## config.mk

```make
export PLATFORM = sky130hd
export DESIGN_NAME = png_stored_block_encoder
export DESIGN_NICKNAME = d
export VERILOG_FILES = /design/src/hw/rtl/pngse_pkg.sv /design/src/hw/rtl/pngse_dp.sv /design/src/hw/rtl/pngse_ctrl.sv /design/src/hw/rtl/png_stored_block_encoder.sv
export SDC_FILE = /design/constraint.sdc
export NUM_CORES = 2
export LEC_CHECK = 0
export BUFFER_PORTS_ARGS = -buffer_cell sky130_fd_sc_hd__buf_2
export CELL_PAD_IN_SITES_DETAIL_PLACEMENT = 0
export CELL_PAD_IN_SITES_GLOBAL_PLACEMENT = 2
export CORE_AREA = 2 2 280 282
export CTS_CLUSTER_DIAMETER = 100
export DETAILED_ROUTE_END_ITERATION = 16
export DIE_AREA = 0 0 282 284
export HOLD_SLACK_MARGIN = 0.05
export PLACE_DENSITY_LB_ADDON = 0.1
export SLEW_MARGIN = 20
export SYNTH_ARGS = -nofsm -noshare
export SYNTH_HDL_FRONTEND = slang
export SYNTH_SLANG_ARGS = --single-unit
export TNS_END_PERCENT = 1
```

## constraint.sdc

```tcl
create_clock -name clk_i -period 23.3 [get_ports clk_i]
set_input_delay 4.66 -clock clk_i [delete_from_list [all_inputs] [get_ports clk_i]]
set_output_delay 4.66 -clock clk_i [all_outputs]
set_load 0.02 [all_outputs]
```

## src/hw/rtl/pngse_pkg.sv

```systemverilog
package pngse_pkg;

  localparam int BLOCK_MAX_DEF = 65535;
  localparam int MAX_DIM_DEF   = 8192;

  localparam int DIM_W  = 14;
  localparam int CFG_IW = 8;

  localparam logic [CFG_IW-1:0] CFG_IMAGE_WIDTH  = 8'd0;
  localparam logic [CFG_IW-1:0] CFG_IMAGE_HEIGHT = 8'd1;

  localparam logic [31:0] TAG_IHDR = 32'h49484452;
  localparam logic [31:0] TAG_IDAT = 32'h49444154;
  localparam logic [31:0] TAG_IEND = 32'h49454E44;
  localparam logic [31:0] IHDR_LEN = 32'd13;
  localparam logic [7:0]  ZLIB_CMF = 8'h78;
  localparam logic [7:0]  ZLIB_FLG = 8'h01;
  localparam logic [7:0]  BIT_DEPTH  = 8'd8;
  localparam logic [7:0]  COLOR_TYPE = 8'd6;

  typedef enum logic [3:0] {
    SEL_SIG,
    SEL_LEN13,
    SEL_TAG_IHDR,
    SEL_TAG_IDAT,
    SEL_TAG_IEND,
    SEL_WIDTH,
    SEL_HEIGHT,
    SEL_IHDR_TAIL,
    SEL_CRC,
    SEL_IDAT_LEN,
    SEL_ZLIB,
    SEL_BHDR,
    SEL_FILTER,
    SEL_PIXEL,
    SEL_ADLER,
    SEL_ZERO
  } sel_e;

  typedef struct packed {
    logic       emit;
    sel_e       sel;
    logic [2:0] idx;
    logic       crc_en;
    logic       crc_clr;
    logic       run_last;
    logic       file_end;
    logic       raw_en;
    logic       load_block;
    logic       pixel_done;
    logic       start;
    logic       pix_load;
  } cmd_t;

  typedef struct packed {
    logic out_free;
    logic div_done;
    logic row_start;
    logic blk_empty;
    logic img_end;
  } stat_t;

  // big-endian byte of a word, byte 0 is the most significant
  function automatic logic [7:0] be_byte(input logic [31:0] w, input logic [1:0] i);
    logic [7:0] b;
    case (i)
      2'd0:    b = w[31:24];
      2'd1:    b = w[23:16];
      2'd2:    b = w[15:8];
      default: b = w[7:0];
    endcase
    return b;
  endfunction

  function automatic logic [7:0] sig_byte(input logic [2:0] i);
    logic [7:0] b;
    case (i)
      3'd0:    b = 8'd137;
      3'd1:    b = 8'd80;
      3'd2:    b = 8'd78;
      3'd3:    b = 8'd71;
      3'd4:    b = 8'd13;
      3'd5:    b = 8'd10;
      3'd6:    b = 8'd26;
      default: b = 8'd10;
    endcase
    return b;
  endfunction

endpackage

```

## src/hw/rtl/pngse_dp.sv

```systemverilog
module pngse_dp #(
  parameter int StoredBlockMax = pngse_pkg::BLOCK_MAX_DEF,
  parameter int MaxDim         = pngse_pkg::MAX_DIM_DEF
) (
  input  logic                       clk_i,
  input  logic                       rst_ni,
  input  logic                       cfg_valid_i,
  input  logic [pngse_pkg::CFG_IW-1:0] cfg_index_i,
  input  logic [pngse_pkg::DIM_W-1:0]  cfg_data_i,
  input  logic [7:0]                 pixel_byte_i,
  input  pngse_pkg::cmd_t            cmd_i,
  output pngse_pkg::stat_t           stat_o,
  input  logic                       out_stall_i,
  output logic                       out_valid_o,
  output logic [7:0]                 out_byte_o,
  output logic                       run_last_o,
  output logic                       file_end_o
);
  import pngse_pkg::*;

  localparam int Blk    = (StoredBlockMax < 2) ? 2 : StoredBlockMax;
  localparam int DimCap = (MaxDim < 16383) ? MaxDim : 16383;
  localparam logic [DIM_W-1:0] DIM_CAP = DimCap[DIM_W-1:0];
  localparam logic [16:0] BLK17 = Blk[16:0];
  localparam int RAW_W = 30;
  localparam int NUM_W = RAW_W;
  localparam logic [NUM_W-1:0] BLK_M1 = NUM_W'(Blk - 1);
  localparam logic [15:0] ADLER_MOD = 16'd65521;
  // block count as (raw + Blk - 1) * ceil(2^SH / Blk) >> SH, exact for 30-bit numerators
  localparam int BLK_L  = $clog2(Blk);
  localparam int SH     = NUM_W + BLK_L;
  localparam logic [63:0] RECIP = ((64'd1 << SH) + 64'(Blk) - 64'd1) / 64'(Blk);
  localparam int RCP_W  = NUM_W + 1;
  localparam logic [RCP_W-1:0] RCP = RECIP[RCP_W-1:0];
  localparam int PROD_W = NUM_W + RCP_W;

  typedef enum logic [2:0] {DV_IDLE, DV_MUL, DV_LOAD, DV_DIV, DV_SUM, DV_DONE} dv_e;

  logic [DIM_W-1:0] width_q, height_q, lat_w_q, lat_h_q;
  logic [7:0]       pix_q;
  dv_e              dv_q;
  logic [RAW_W-1:0] raw_q, raw_rem_q;
  logic [NUM_W-1:0] num_q, quo_q;
  logic [31:0]      idat_len_q, crc_q;
  logic [15:0]      blk_rem_q, adl_lo_q, adl_hi_q;
  logic [15:0]      rbc_q;
  logic [DIM_W-1:0] row_q;
  logic             out_valid_q, run_last_q, file_end_q;
  logic [7:0]       out_byte_q;

  function automatic logic [DIM_W-1:0] clamp(input logic [DIM_W-1:0] v);
    logic [DIM_W-1:0] r;
    if (v == '0) r = DIM_W'(1);
    else if (v > DIM_CAP) r = DIM_CAP;
    else r = v;
    return r;
  endfunction

  function automatic logic [31:0] crc_byte(input logic [31:0] c, input logic [7:0] b);
    logic [31:0] r;
    r = c ^ {24'd0, b};
    for (int k = 0; k < 8; k++) r = r[0] ? ((r >> 1) ^ 32'hEDB88320) : (r >> 1);
    return r;
  endfunction

  // block header fields
  logic        bfinal;
  logic [15:0] blk_n;
  assign bfinal = ({{(RAW_W-17){1'b0}}, BLK17} >= raw_rem_q);
  assign blk_n  = bfinal ? raw_rem_q[15:0] : BLK17[15:0];

  logic [PROD_W-1:0] prod;
  assign prod = PROD_W'(num_q) * PROD_W'(RCP);

  logic [7:0] byte_d, raw_b;
  logic [1:0] bi;
  assign bi    = cmd_i.idx[1:0];
  assign raw_b = (cmd_i.sel == SEL_PIXEL) ? pix_q : 8'd0;

  always_comb begin
    case (cmd_i.sel)
      SEL_SIG:       byte_d = sig_byte(cmd_i.idx);
      SEL_LEN13:     byte_d = be_byte(IHDR_LEN, bi);
      SEL_TAG_IHDR:  byte_d = be_byte(TAG_IHDR, bi);
      SEL_TAG_IDAT:  byte_d = be_byte(TAG_IDAT, bi);
      SEL_TAG_IEND:  byte_d = be_byte(TAG_IEND, bi);
      SEL_WIDTH:     byte_d = be_byte({18'd0, lat_w_q}, bi);
      SEL_HEIGHT:    byte_d = be_byte({18'd0, lat_h_q}, bi);
      SEL_IHDR_TAIL: byte_d = (cmd_i.idx == 3'd0) ? BIT_DEPTH :
                              (cmd_i.idx == 3'd1) ? COLOR_TYPE : 8'd0;
      SEL_CRC:       byte_d = be_byte(~crc_q, bi);
      SEL_IDAT_LEN:  byte_d = be_byte(idat_len_q, bi);
      SEL_ZLIB:      byte_d = (cmd_i.idx == 3'd0) ? ZLIB_CMF : ZLIB_FLG;
      SEL_BHDR: begin
        case (cmd_i.idx)
          3'd0:    byte_d = {7'd0, bfinal};
          3'd1:    byte_d = blk_n[7:0];
          3'd2:    byte_d = blk_n[15:8];
          3'd3:    byte_d = ~blk_n[7:0];
          default: byte_d = ~blk_n[15:8];
        endcase
      end
      SEL_FILTER:    byte_d = raw_b;
      SEL_PIXEL:     byte_d = raw_b;
      SEL_ADLER:     byte_d = be_byte({adl_hi_q, adl_lo_q}, bi);
      SEL_ZERO:      byte_d = 8'd0;
      default:       byte_d = 8'd0;
    endcase
  end

  logic [16:0] lo_sum, hi_sum;
  logic [15:0] lo_d, hi_d;
  assign lo_sum = {1'b0, adl_lo_q} + {9'd0, raw_b};
  assign lo_d   = (lo_sum >= {1'b0, ADLER_MOD}) ? 16'(lo_sum - {1'b0, ADLER_MOD}) : lo_sum[15:0];
  assign hi_sum = {1'b0, adl_hi_q} + {1'b0, lo_d};
  assign hi_d   = (hi_sum >= {1'b0, ADLER_MOD}) ? 16'(hi_sum - {1'b0, ADLER_MOD}) : hi_sum[15:0];

  logic row_end;
  assign row_end = (rbc_q == 16'({lat_w_q, 2'b00} - 16'd1));

  assign stat_o.out_free  = !out_valid_q || !out_stall_i;
  assign stat_o.div_done  = (dv_q == DV_DONE);
  assign stat_o.row_start = (rbc_q == '0);
  assign stat_o.blk_empty = (blk_rem_q == '0);
  assign stat_o.img_end   = row_end && (row_q == lat_h_q - DIM_W'(1));

  always_ff @(posedge clk_i or negedge rst_ni) begin
    if (!rst_ni) begin
      width_q     <= DIM_W'(1);
      height_q    <= DIM_W'(1);
      lat_w_q     <= DIM_W'(1);
      lat_h_q     <= DIM_W'(1);
      dv_q        <= DV_IDLE;
      raw_q       <= '0;
      raw_rem_q   <= '0;
      num_q       <= '0;
      quo_q       <= '0;
      idat_len_q  <= '0;
      crc_q       <= '1;
      blk_rem_q   <= '0;
      adl_lo_q    <= 16'd1;
      adl_hi_q    <= '0;
      rbc_q       <= '0;
      row_q       <= '0;
      out_valid_q <= 1'b0;
    end else begin
      if (cfg_valid_i && cfg_index_i == CFG_IMAGE_WIDTH)  width_q  <= cfg_data_i;
      if (cfg_valid_i && cfg_index_i == CFG_IMAGE_HEIGHT) height_q <= cfg_data_i;

      if (cmd_i.start) begin
        lat_w_q <= clamp(width_q);
        lat_h_q <= clamp(height_q);
        dv_q    <= DV_MUL;
      end

      // IDAT length: raw size, then block count by reciprocal multiplication
      case (dv_q)
        DV_MUL: begin
          raw_q     <= RAW_W'(lat_h_q * {lat_w_q, 2'b01});
          raw_rem_q <= RAW_W'(lat_h_q * {lat_w_q, 2'b01});
          dv_q      <= DV_LOAD;
        end
        DV_LOAD: begin
          num_q <= raw_q + BLK_M1;
          dv_q  <= DV_DIV;
        end
        DV_DIV: begin
          quo_q <= NUM_W'(prod >> SH);
          dv_q  <= DV_SUM;
        end
        DV_SUM: begin
          idat_len_q <= 32'd6 + {quo_q, 2'b00} + {2'b00, quo_q} + {2'b00, raw_q};
          dv_q       <= DV_DONE;
        end
        default: ;
      endcase

      if (cmd_i.emit) begin
        if (cmd_i.crc_en) crc_q <= crc_byte(crc_q, byte_d);
        else if (cmd_i.crc_clr) crc_q <= '1;
      end

      if (cmd_i.load_block) blk_rem_q <= blk_n;
      else if (cmd_i.raw_en && blk_rem_q != '0) blk_rem_q <= blk_rem_q - 16'd1;

      if (cmd_i.raw_en) begin
        adl_lo_q <= lo_d;
        adl_hi_q <= hi_d;
        if (raw_rem_q != '0) raw_rem_q <= raw_rem_q - RAW_W'(1);
      end

      if (cmd_i.pixel_done) begin
        if (row_end) begin
          rbc_q <= '0;
          row_q <= row_q + DIM_W'(1);
        end else begin
          rbc_q <= rbc_q + 16'd1;
        end
      end

      if (cmd_i.emit) out_valid_q <= 1'b1;
      else if (!out_stall_i) out_valid_q <= 1'b0;
    end
  end

  always_ff @(posedge clk_i) begin
    if (cmd_i.pix_load) pix_q <= pixel_byte_i;
    if (cmd_i.emit) begin
      out_byte_q <= byte_d;
      run_last_q <= cmd_i.run_last;
      file_end_q <= cmd_i.file_end;
    end
  end

  assign out_valid_o = out_valid_q;
  assign out_byte_o  = out_byte_q;
  assign run_last_o  = run_last_q;
  assign file_end_o  = file_end_q;

endmodule

```

## src/hw/rtl/pngse_ctrl.sv

```systemverilog
module pngse_ctrl (
  input  logic             clk_i,
  input  logic             rst_ni,
  input  logic             in_valid_i,
  output logic             in_stall_o,
  input  pngse_pkg::stat_t stat_i,
  output pngse_pkg::cmd_t  cmd_o
);
  import pngse_pkg::*;

  typedef enum logic [4:0] {
    ST_START, ST_SIG, ST_IHDR_LEN, ST_IHDR_TAG, ST_WIDTH, ST_HEIGHT, ST_IHDR_TAIL,
    ST_IHDR_CRC, ST_IDAT_LEN, ST_IDAT_TAG, ST_ZLIB, ST_DATA, ST_BHDR, ST_IDLE,
    ST_ADLER, ST_IDAT_CRC, ST_IEND_LEN, ST_IEND_TAG, ST_IEND_CRC, ST_DONE
  } state_e;

  state_e     state_q, state_d;
  logic [2:0] idx_q, idx_d;
  logic       filt_q, filt_d;

  logic       seq, crc, clr;
  sel_e       sel;
  logic [2:0] last;
  state_e     nxt;
  logic       fire, accept;

  assign in_stall_o = !(state_q == ST_START || state_q == ST_IDLE || state_q == ST_DONE);
  assign accept     = in_valid_i && !in_stall_o;

  always_comb begin
    seq  = 1'b1;
    crc  = 1'b1;
    clr  = 1'b0;
    sel  = SEL_ZERO;
    last = 3'd3;
    nxt  = state_q;
    case (state_q)
      ST_SIG:       begin sel = SEL_SIG; crc = 1'b0; last = 3'd7; nxt = ST_IHDR_LEN; end
      ST_IHDR_LEN:  begin sel = SEL_LEN13; crc = 1'b0; nxt = ST_IHDR_TAG; end
      ST_IHDR_TAG:  begin sel = SEL_TAG_IHDR; nxt = ST_WIDTH; end
      ST_WIDTH:     begin sel = SEL_WIDTH; nxt = ST_HEIGHT; end
      ST_HEIGHT:    begin sel = SEL_HEIGHT; nxt = ST_IHDR_TAIL; end
      ST_IHDR_TAIL: begin sel = SEL_IHDR_TAIL; last = 3'd4; nxt = ST_IHDR_CRC; end
      ST_IHDR_CRC:  begin sel = SEL_CRC; crc = 1'b0; clr = 1'b1; nxt = ST_IDAT_LEN; end
      ST_IDAT_LEN:  begin sel = SEL_IDAT_LEN; crc = 1'b0; nxt = ST_IDAT_TAG; end
      ST_IDAT_TAG:  begin sel = SEL_TAG_IDAT; nxt = ST_ZLIB; end
      ST_ZLIB:      begin sel = SEL_ZLIB; last = 3'd1; nxt = ST_DATA; end
      ST_BHDR:      begin sel = SEL_BHDR; last = 3'd4; nxt = ST_DATA; end
      ST_ADLER:     begin sel = SEL_ADLER; nxt = ST_IDAT_CRC; end
      ST_IDAT_CRC:  begin sel = SEL_CRC; crc = 1'b0; clr = 1'b1; nxt = ST_IEND_LEN; end
      ST_IEND_LEN:  begin sel = SEL_ZERO; crc = 1'b0; nxt = ST_IEND_TAG; end
      ST_IEND_TAG:  begin sel = SEL_TAG_IEND; nxt = ST_IEND_CRC; end
      ST_IEND_CRC:  begin sel = SEL_CRC; crc = 1'b0; clr = 1'b1; nxt = ST_DONE; end
      default:      seq = 1'b0;
    endcase
  end

  // the IDAT length waits for the block count
  assign fire = stat_i.out_free && (state_q != ST_IDAT_LEN || stat_i.div_done);

  always_comb begin
    cmd_o          = '0;
    cmd_o.sel      = sel;
    cmd_o.idx      = idx_q;
    cmd_o.pix_load = accept && state_q != ST_DONE;
    cmd_o.start    = accept && state_q == ST_START;
    state_d        = state_q;
    idx_d          = idx_q;
    filt_d         = filt_q;
    if (seq) begin
      if (fire) begin
        cmd_o.emit   = 1'b1;
        cmd_o.crc_en = crc;
        if (idx_q == last) begin
          idx_d             = '0;
          state_d           = nxt;
          cmd_o.crc_clr     = clr;
          cmd_o.load_block  = (state_q == ST_BHDR);
          cmd_o.run_last    = (state_q == ST_IEND_CRC);
          cmd_o.file_end    = (state_q == ST_IEND_CRC);
        end else begin
          idx_d = idx_q + 3'd1;
        end
      end
    end else begin
      case (state_q)
        ST_START: if (accept) state_d = ST_SIG;
        ST_IDLE:  if (accept) state_d = ST_DATA;
        ST_DATA: begin
          if (stat_i.blk_empty) begin
            state_d = ST_BHDR;
          end else if (stat_i.out_free) begin
            cmd_o.emit   = 1'b1;
            cmd_o.crc_en = 1'b1;
            cmd_o.raw_en = 1'b1;
            if (stat_i.row_start && !filt_q) begin
              cmd_o.sel = SEL_FILTER;
              filt_d    = 1'b1;
            end else begin
              cmd_o.sel        = SEL_PIXEL;
              cmd_o.pixel_done = 1'b1;
              filt_d           = 1'b0;
              if (stat_i.img_end) begin
                state_d = ST_ADLER;
              end else begin
                cmd_o.run_last = 1'b1;
                state_d        = ST_IDLE;
              end
            end
          end
        end
        default: ;
      endcase
    end
  end

  always_ff @(posedge clk_i or negedge rst_ni) begin
    if (!rst_ni) begin
      state_q <= ST_START;
      idx_q   <= '0;
      filt_q  <= 1'b0;
    end else begin
      state_q <= state_d;
      idx_q   <= idx_d;
      filt_q  <= filt_d;
    end
  end

endmodule

```

## src/hw/rtl/png_stored_block_encoder.sv

```systemverilog
// PNG writer with stored zlib blocks: feed RGBA8 sample bytes top-down, one beat each, and
// read the complete PNG file as one byte per output beat. Output bytes come at most one a
// cycle while the output is not stalled, through a registered output port: an ordinary
// pixel byte is accepted, then its byte is sent; a row start adds the filter byte, a block
// start adds the stored-block header. The first item also sends the signature, IHDR and
// IDAT header (43 bytes); its IDAT length comes from a reciprocal multiply that runs
// through multiply, load, divide and sum steps once that item is taken, long before the
// header reaches it. The last item of the image adds the Adler-32, the IDAT CRC and IEND
// (20 bytes); file_end marks the last byte, run_last the last byte of each item. Width and
// height are sampled on the first item; bytes after the image are taken and dropped.
module png_stored_block_encoder #(
  parameter int StoredBlockMax = pngse_pkg::BLOCK_MAX_DEF,
  parameter int MaxDim         = pngse_pkg::MAX_DIM_DEF
) (
  input  logic                         clk_i,
  input  logic                         rst_ni,
  input  logic                         cfg_valid_i,
  output logic                         cfg_ready_o,
  input  logic [pngse_pkg::CFG_IW-1:0] cfg_index_i,
  input  logic [pngse_pkg::DIM_W-1:0]  cfg_data_i,
  input  logic                         in_valid_i,
  output logic                         in_stall_o,
  input  logic [7:0]                   pixel_byte_i,
  output logic                         out_valid_o,
  input  logic                         out_stall_i,
  output logic [7:0]                   out_byte_o,
  output logic                         run_last_o,
  output logic                         file_end_o
);
  import pngse_pkg::*;

  cmd_t  cmd;
  stat_t stat;

  assign cfg_ready_o = 1'b1;

  pngse_ctrl u_ctrl (
    .clk_i      (clk_i),
    .rst_ni     (rst_ni),
    .in_valid_i (in_valid_i),
    .in_stall_o (in_stall_o),
    .stat_i     (stat),
    .cmd_o      (cmd)
  );

  pngse_dp #(
    .StoredBlockMax (StoredBlockMax),
    .MaxDim         (MaxDim)
  ) u_dp (
    .clk_i        (clk_i),
    .rst_ni       (rst_ni),
    .cfg_valid_i  (cfg_valid_i),
    .cfg_index_i  (cfg_index_i),
    .cfg_data_i   (cfg_data_i),
    .pixel_byte_i (pixel_byte_i),
    .cmd_i        (cmd),
    .stat_o       (stat),
    .out_stall_i  (out_stall_i),
    .out_valid_o  (out_valid_o),
    .out_byte_o   (out_byte_o),
    .run_last_o   (run_last_o),
    .file_end_o   (file_end_o)
  );

endmodule

```

Word level (Yosys, flattened, before mapping)
Cells that the tools add are included.
- register bits: 334
- input bits: 35
- output and inout port bits: 13
- $add $sub $neg: 15
- multipliers: 2
- magnitude comparators: 5
- equality and inequality tests: 60
- muxes and demuxes: 90
- bitwise operators: 14
- reduce and logical (&&, ||, !) cells: 46
- operators with widths (kind ; number):
    2-to-1 mux 32 bit ; 10
    one-hot mux 8 bit (15 select lines) ; 1
    NOT 13 -> 14 bit ; 8
    2-to-1 mux 16 bit ; 6
    2-to-1 mux 30 bit ; 3
    one-hot mux 5 bit (15 select lines) ; 1
    one-hot mux 8 bit (3 select lines) ; 3
    multiplier 30 x 31 -> 61 bit (second input constant) ; 1
    2-to-1 mux 14 bit ; 4
    2-to-1 mux 5 bit ; 11
    one-hot mux 4 bit (13 select lines) ; 1
    one-hot mux 8 bit (6 select lines) ; 1
    one-hot mux 5 bit (3 select lines) ; 3
    == test 5 x 4 -> 1 bit (second input constant) ; 8
    >= comparator 17 x 16 -> 1 bit (second input constant) ; 2
    adder 32 x 15 -> 32 bit ; 1
    adder 32 x 30 -> 32 bit ; 1
    == test 4 bit (second input constant) ; 8
    zero test 16 bit ; 2
    NOT 32 bit ; 1
    one-hot mux 8 bit (2 select lines) ; 2
    one-hot mux 8 bit (4 select lines) ; 1
    subtractor 16 x 1 -> 16 bit (second input constant) ; 2
    subtractor 16 bit (second input constant) ; 2
    70 further kinds ; 149

Depth between registers and ports, before layout
- depth in word-level cells: 28
- depth in mapped cells: 37
- depth with buffers taken out: 34

Hierarchy
A second synthesis with hierarchy kept.
- cell total of the unflattened synthesis: 3414
- area, all modules: 30833.3 µm²
- by module, submodules not included (module ; instances ; cells each ; area each (µm²) ; seq. area each (µm²)):
    pngse_dp ; 1 ; 3268 ; 29732.3 ; 8244.2
    pngse_ctrl ; 1 ; 144 ; 1089.8 ; 225.2
    png_stored_block_encoder ; 1 ; 2 ; 11.3 ; 0.0

Least setup slack after synthesis
No wires, ideal clock.
- kind: input port to flip-flop
- start point: input out_stall_i
- end point: register u_dp.adl_hi_q[10]
- setup time: 0.134 ns
- data arrival time: 11.667 ns
- required time: 23.166 ns
- path slack: 11.499 ns
- stages: 31
- cells stage by stage: and2_1 a41oi_1 o311a_4 and2_1 ha_1 fa_1 a21o_1 a21oi_1 o21bai_1 a21oi_1 a311oi_1 or4_1 o21bai_1 nor4_1 nor2_1 mux2i_1 inv_1 ha_1 a21o_1 a21oi_1 o21bai_1 a211oi_1 o311ai_0 a2111oi_0 nor3_1 nand2b_1 o31a_1 clkbuf_1 nor3b_1 xnor2_1 o21ai_0
- longest elaborated chain between the ends: 14
- elaborated cells on any way between the ends: 20
- classes of those cells: add/sub (4); order compare (2); eq/ne (1); mux (11); reduce/logical (2)
- RTL lines (what ; RTL line ; text):
    from (decl) ; png_stored_block_encoder.sv:25 ; input logic out_stall_i,
    zero test 1 bit (*) ; pngse_dp.sv:121 ; assign stat_o.out_free = !out_valid_q || !out_stall_i;
    logical OR 1 bit (*) ; pngse_dp.sv:121 ;
    2-to-1 mux 5 bit (*) ; pngse_ctrl.sv:92 ; end else if (stat_i.out_free) begin
    2-to-1 mux 5 bit (*) ; pngse_ctrl.sv:90 ; if (stat_i.blk_empty) begin
    2-to-1 mux 5 bit (*) ; pngse_ctrl.sv:86 ; case (state_q)
    2-to-1 mux 4 bit (*) ; pngse_ctrl.sv:70 ; if (seq) begin
    == test 4 bit (*) ; pngse_dp.sv:78 ; assign raw_b = (cmd_i.sel == SEL_PIXEL) ? pix_q : 8'd0;
    2-to-1 mux 8 bit (*) ; pngse_dp.sv:78 ;
    adder 16 x 8 -> 17 bit (*) ; pngse_dp.sv:113 ; assign lo_sum = {1'b0, adl_lo_q} + {9'd0, raw_b};
    subtractor 16 bit or >= comparator 17 x 16 -> 1 bit (tied branches) ; pngse_dp.sv:114 ; assign lo_d = (lo_sum >= {1'b0, ADLER_MOD}) ? 16'(lo_sum - {1'b0, ADLER_MOD}) : lo_sum[15:0];
    2-to-1 mux 16 bit (*) ; pngse_dp.sv:114 ;
    via u_dp.lo_d[1] ; pngse_dp.sv:112 ; logic [15:0] lo_d, hi_d;
    adder 16 x 16 -> 17 bit (*) ; pngse_dp.sv:115 ; assign hi_sum = {1'b0, adl_hi_q} + {1'b0, lo_d};
    subtractor 16 bit or >= comparator 17 x 16 -> 1 bit (tied branches) ; pngse_dp.sv:116 ; assign hi_d = (hi_sum >= {1'b0, ADLER_MOD}) ? 16'(hi_sum - {1'b0, ADLER_MOD}) : hi_sum[15:0];
    2-to-1 mux 16 bit (*) ; pngse_dp.sv:116 ;
    to (signal assigned) ; pngse_dp.sv:188 ; adl_hi_q <= hi_d;
    to (decl) ; pngse_dp.sv:45 ; logic [15:0] blk_rem_q, adl_lo_q, adl_hi_q;
The timed path passes the listed nets; every way through them passes the cells marked *.
A chain may end at the register's enable or synchronous reset.

Worst setup path in the final report
Same ends and word-level chain as after synthesis.

==> run_results.csv <==
group,metric,value,unit
status,status,"finished, final reports clean",
final_layout,layout_common_cells,"439 x nand2_1, 294 x ha_1, 285 x inv_1",
worst_setup_path,reg2reg_slack,13.30,ns
final_layout,synthToLayoutAreaGrowth,8.75,%
clocking,cts.sinks,333,
clocking,clkTransAtPathRegs,0.06,ns
worst_setup_path,crit_path_start_kind,"input pin",
sta,worst_clock_skew,0.0181,ns
clocking,cts_resized,0,
floorplan,die_h,284,um
global_routing,grtUsageTotal,0.233,
yosys,synth-seq-cells,333,
worst_setup_path,cpMostUsedCell,"a21oi_1",
yosys,syn_avg_cell_area,8.81,um2
sta,slew_viol_final,0,
clocking,root_buffer,"clkbuf_16",
final_layout,drive_gt1_frac,0.0777,
placement,dp.cells,4424,
yosys,synth-seq-area-share,0.277,
sta,max_freq,79.3,MHz
placement,io_buffers,46,
route,wl_met2,43500,um
clocking,clk_latency,0.58,ns
sta,max_slew_margin,0.276,
sta,setup-tns-final,0,ns
sta,min_period_over_period,0.541,
power_and_ir_drop,vdd_drop_max,0.107,mV
worst_setup_path,reg2regPathDepth,33,
sta,worst_pin_slew,1.08,ns
yosys,synth_ff_type,"dfrtp_1",
run,drv_cap,0,
yosys,synth_edf_count,18,
placement,routabilityCongestion,0.853,
floorplan,core.rowCount,102,
clocking,ctsLongestPathBuffers,3,
worst_setup_path,reg2reg_to,"u_dp.adl_hi_q[10]$_DFFE_PN0P_",
route,wl_met3,3720,um
route,vias_per_cell,5.47,
route,wl,92300,um
sta,hold_viol,0,
global_routing,grt_max_degree,147,
hold_path,holdCritPathClass,"flop to flop",
final_layout,diodes,0,
final_layout,fin_cells,4504,
clocking,h-tree-depth,2,
worst_setup_path,cp_max_fo,18,
worst_setup_path,crit_path_end_kind,"flop",
route,drc,0,
yosys,syn_nets,3972,
global_routing,first_global_vias,24700,
power_and_ir_drop,leakagePower,15.9,nW
worst_setup_path,worstSetupPathType,"input pin to flop",
yosys,netlist.area_leader.share,0.227,
floorplan,start_util,0.398,
route,avgRoutedWirePerCell,20.5,um
yosys,synth_cell_type_count,86,
sta,final.min_clock_period,12.62,ns
route,routed-via-count,24600,
floorplan,num_io_pins,48,
clocking,cts_setup_buffers,0,
floorplan,die_w,282,um
yosys,yosysWarnings,0,
sta,fin_hold_ws,0.484,ns
clocking,numCtsBuffers,43,
global_routing,gr-total-overflow,0,
worst_setup_path,crit_end,"u_dp.adl_hi_q[10]$_DFFE_PN0P_",
yosys,synthCells,3473,
worst_setup_path,critPathMaxStageDelay,0.65,ns
power_and_ir_drop,power_density,102,nW/um2
yosys,yosysTopAreaCell,"dfrtp_1",
sta,rsz0062_at_grt,"no",
final_layout,final_nets,3928,
route,top_layer,"met5",
clocking,cts_tree,"yes",
route,dr.pass1.iters,6,
final_layout,post-route-util,0.432,
yosys,synth-async-reset-ratio,0.946,
placement,place.detailed.hpwl,70800,um
worst_setup_path,arrival,13.03,ns
final_layout,mostFrequentLayoutCell,"nand2_1",
floorplan,core_area,77000,um2
sta,setup_viol,0,
global_routing,antenna_found_initial,2,
route,dr.first_iter.drc_count,1777,
yosys,synthTopCellsByArea,"dfrtp_1 23%, ha_1 12%, fa_1 11%",
clocking,holdBufCountCts,0,
route,drt-met1-wl,42500,um
worst_setup_path,crit_start,"out_stall_i",
worst_setup_path,reg2reg_from,"u_dp.blk_rem_q[0]$_DFFE_PN0P_",
yosys,netlist_area,30600,um2
worst_setup_path,crit_required,23.72,ns
worst_setup_path,critPathSlowestCell,"a31oi_2",
route,postRouteAntennaNets,0,
floorplan,die_area,80100,um2
global_routing,grt_pass1_wl,146000,um
[synth_stat cells, types with 47 or more instances]
library cell / number
fa_1: 169
o21ai_0: 253
clkbuf_1: 159
and2_1: 87
nor2_1: 209
dfrtp_1: 278
nor3_1: 72
inv_1: 285
nand2_1: 440
xnor2_1: 168
a21oi_1: 156
nand3_1: 77
xor2_1: 105
ha_1: 295
a21o_1: 47
[through the flow]
step	power, mW	instance area [um2]	setup WS [ns]
final	3.41	33300	10.68
after global routing	3.67	33300	9.90
after CTS	3.44	33300	10.39
after detailed placement	2.73	31800	9.82
after global placement	2.71	31800	10.11
after floorplan	2.26	30600	11.50
[how the worst min path moves through the flow]
stage | startpoint | cells past startpoint | end
floorplan | u_dp.idat_len_q[30]$_DFFE_PN0P_ | 2 | u_dp.idat_len_q[30]$_DFFE_PN0P_
finish | u_dp.idat_len_q[22]$_DFFE_PN0P_ | 2 | u_dp.idat_len_q[22]$_DFFE_PN0P_
global placement | u_dp.blk_rem_q[14]$_DFFE_PN0P_ | 1 | u_dp.blk_rem_q[14]$_DFFE_PN0P_
global route | u_dp.idat_len_q[25]$_DFFE_PN0P_ | 2 | u_dp.idat_len_q[25]$_DFFE_PN0P_
detailed placement | u_dp.idat_len_q[25]$_DFFE_PN0P_ | 2 | u_dp.idat_len_q[25]$_DFFE_PN0P_
CTS | u_dp.idat_len_q[25]$_DFFE_PN0P_ | 2 | u_dp.idat_len_q[25]$_DFFE_PN0P_
[where the power goes]
part	total, mW	leakage, nW	switching [mW]	internal, mW
clock	0.683	0.712	0.276	0.407
sequential	0.944	4.28	0.189	0.755
combinational	1.78	10.9	1.04	0.738
[cell families after synthesis]
| kind of cell | share of synthesized area |
|---|---|
| xor gates and xnor gates | 0.0872 |
| other | 0.000123 |
| muxes | 0.0187 |
| AOI/OAI and AO/OA | 0.151 |
| and+or+nand+nor | 0.178 |
| buffers and inverters | 0.0571 |
| DFF | 0.277 |
| adders and majority gates | 0.232 |
[final cells by class]
type / instances / area, um2
fill: 7657 / 43700
multi-input combinational: 2676 / 20400
sequential: 333 / 8470
tap: 1040 / 1300
clock buffer: 56 / 1240
inverter: 287 / 1080
timing repair buffer: 88 / 568
clock inverter: 24 / 216
[sequential cells by signal (all words and copies together), names as in the netlist, 5 cells and up]
signal / count
u_dp.rbc_q: 16
u_dp.quo_q: 15
u_dp.lat_h_q: 14
u_ctrl.state_q: 5
u_dp.adl_hi_q: 16
u_dp.raw_q: 30
u_dp.crc_q: 32
u_dp.lat_w_q: 14
u_dp.height_q: 14
u_dp.out_byte_o: 8
u_dp.num_q: 30
u_dp.adl_lo_q: 16
u_dp.width_q: 14
u_dp.raw_rem_q: 30
u_dp.row_q: 14
u_dp.blk_rem_q: 16
u_dp.pix_q: 8
u_dp.idat_len_q: 31
[worst max-delay path, delay by kind of cell]
kind                     cells  cell delay, ns
AO/OA/AOI/OAI               16            4.96
XOR/XNOR                     1            0.15
adder cells (fa/ha/maj)      2            0.53
buffers and inverters        4            0.49
multiplexers                 1            0.49
AND/OR/NAND/NOR              9            1.73
[layer usage]
layer | track usage | up-vias
li1 | - | 11900
met1 | 0.323 | 12000
met2 | 0.384 | 601
met3 | 0.0249 | 130
met4 | 0.0618 | 2
met5 | 0 | -
No activity file was read; power rests on OpenSTA's default activity.
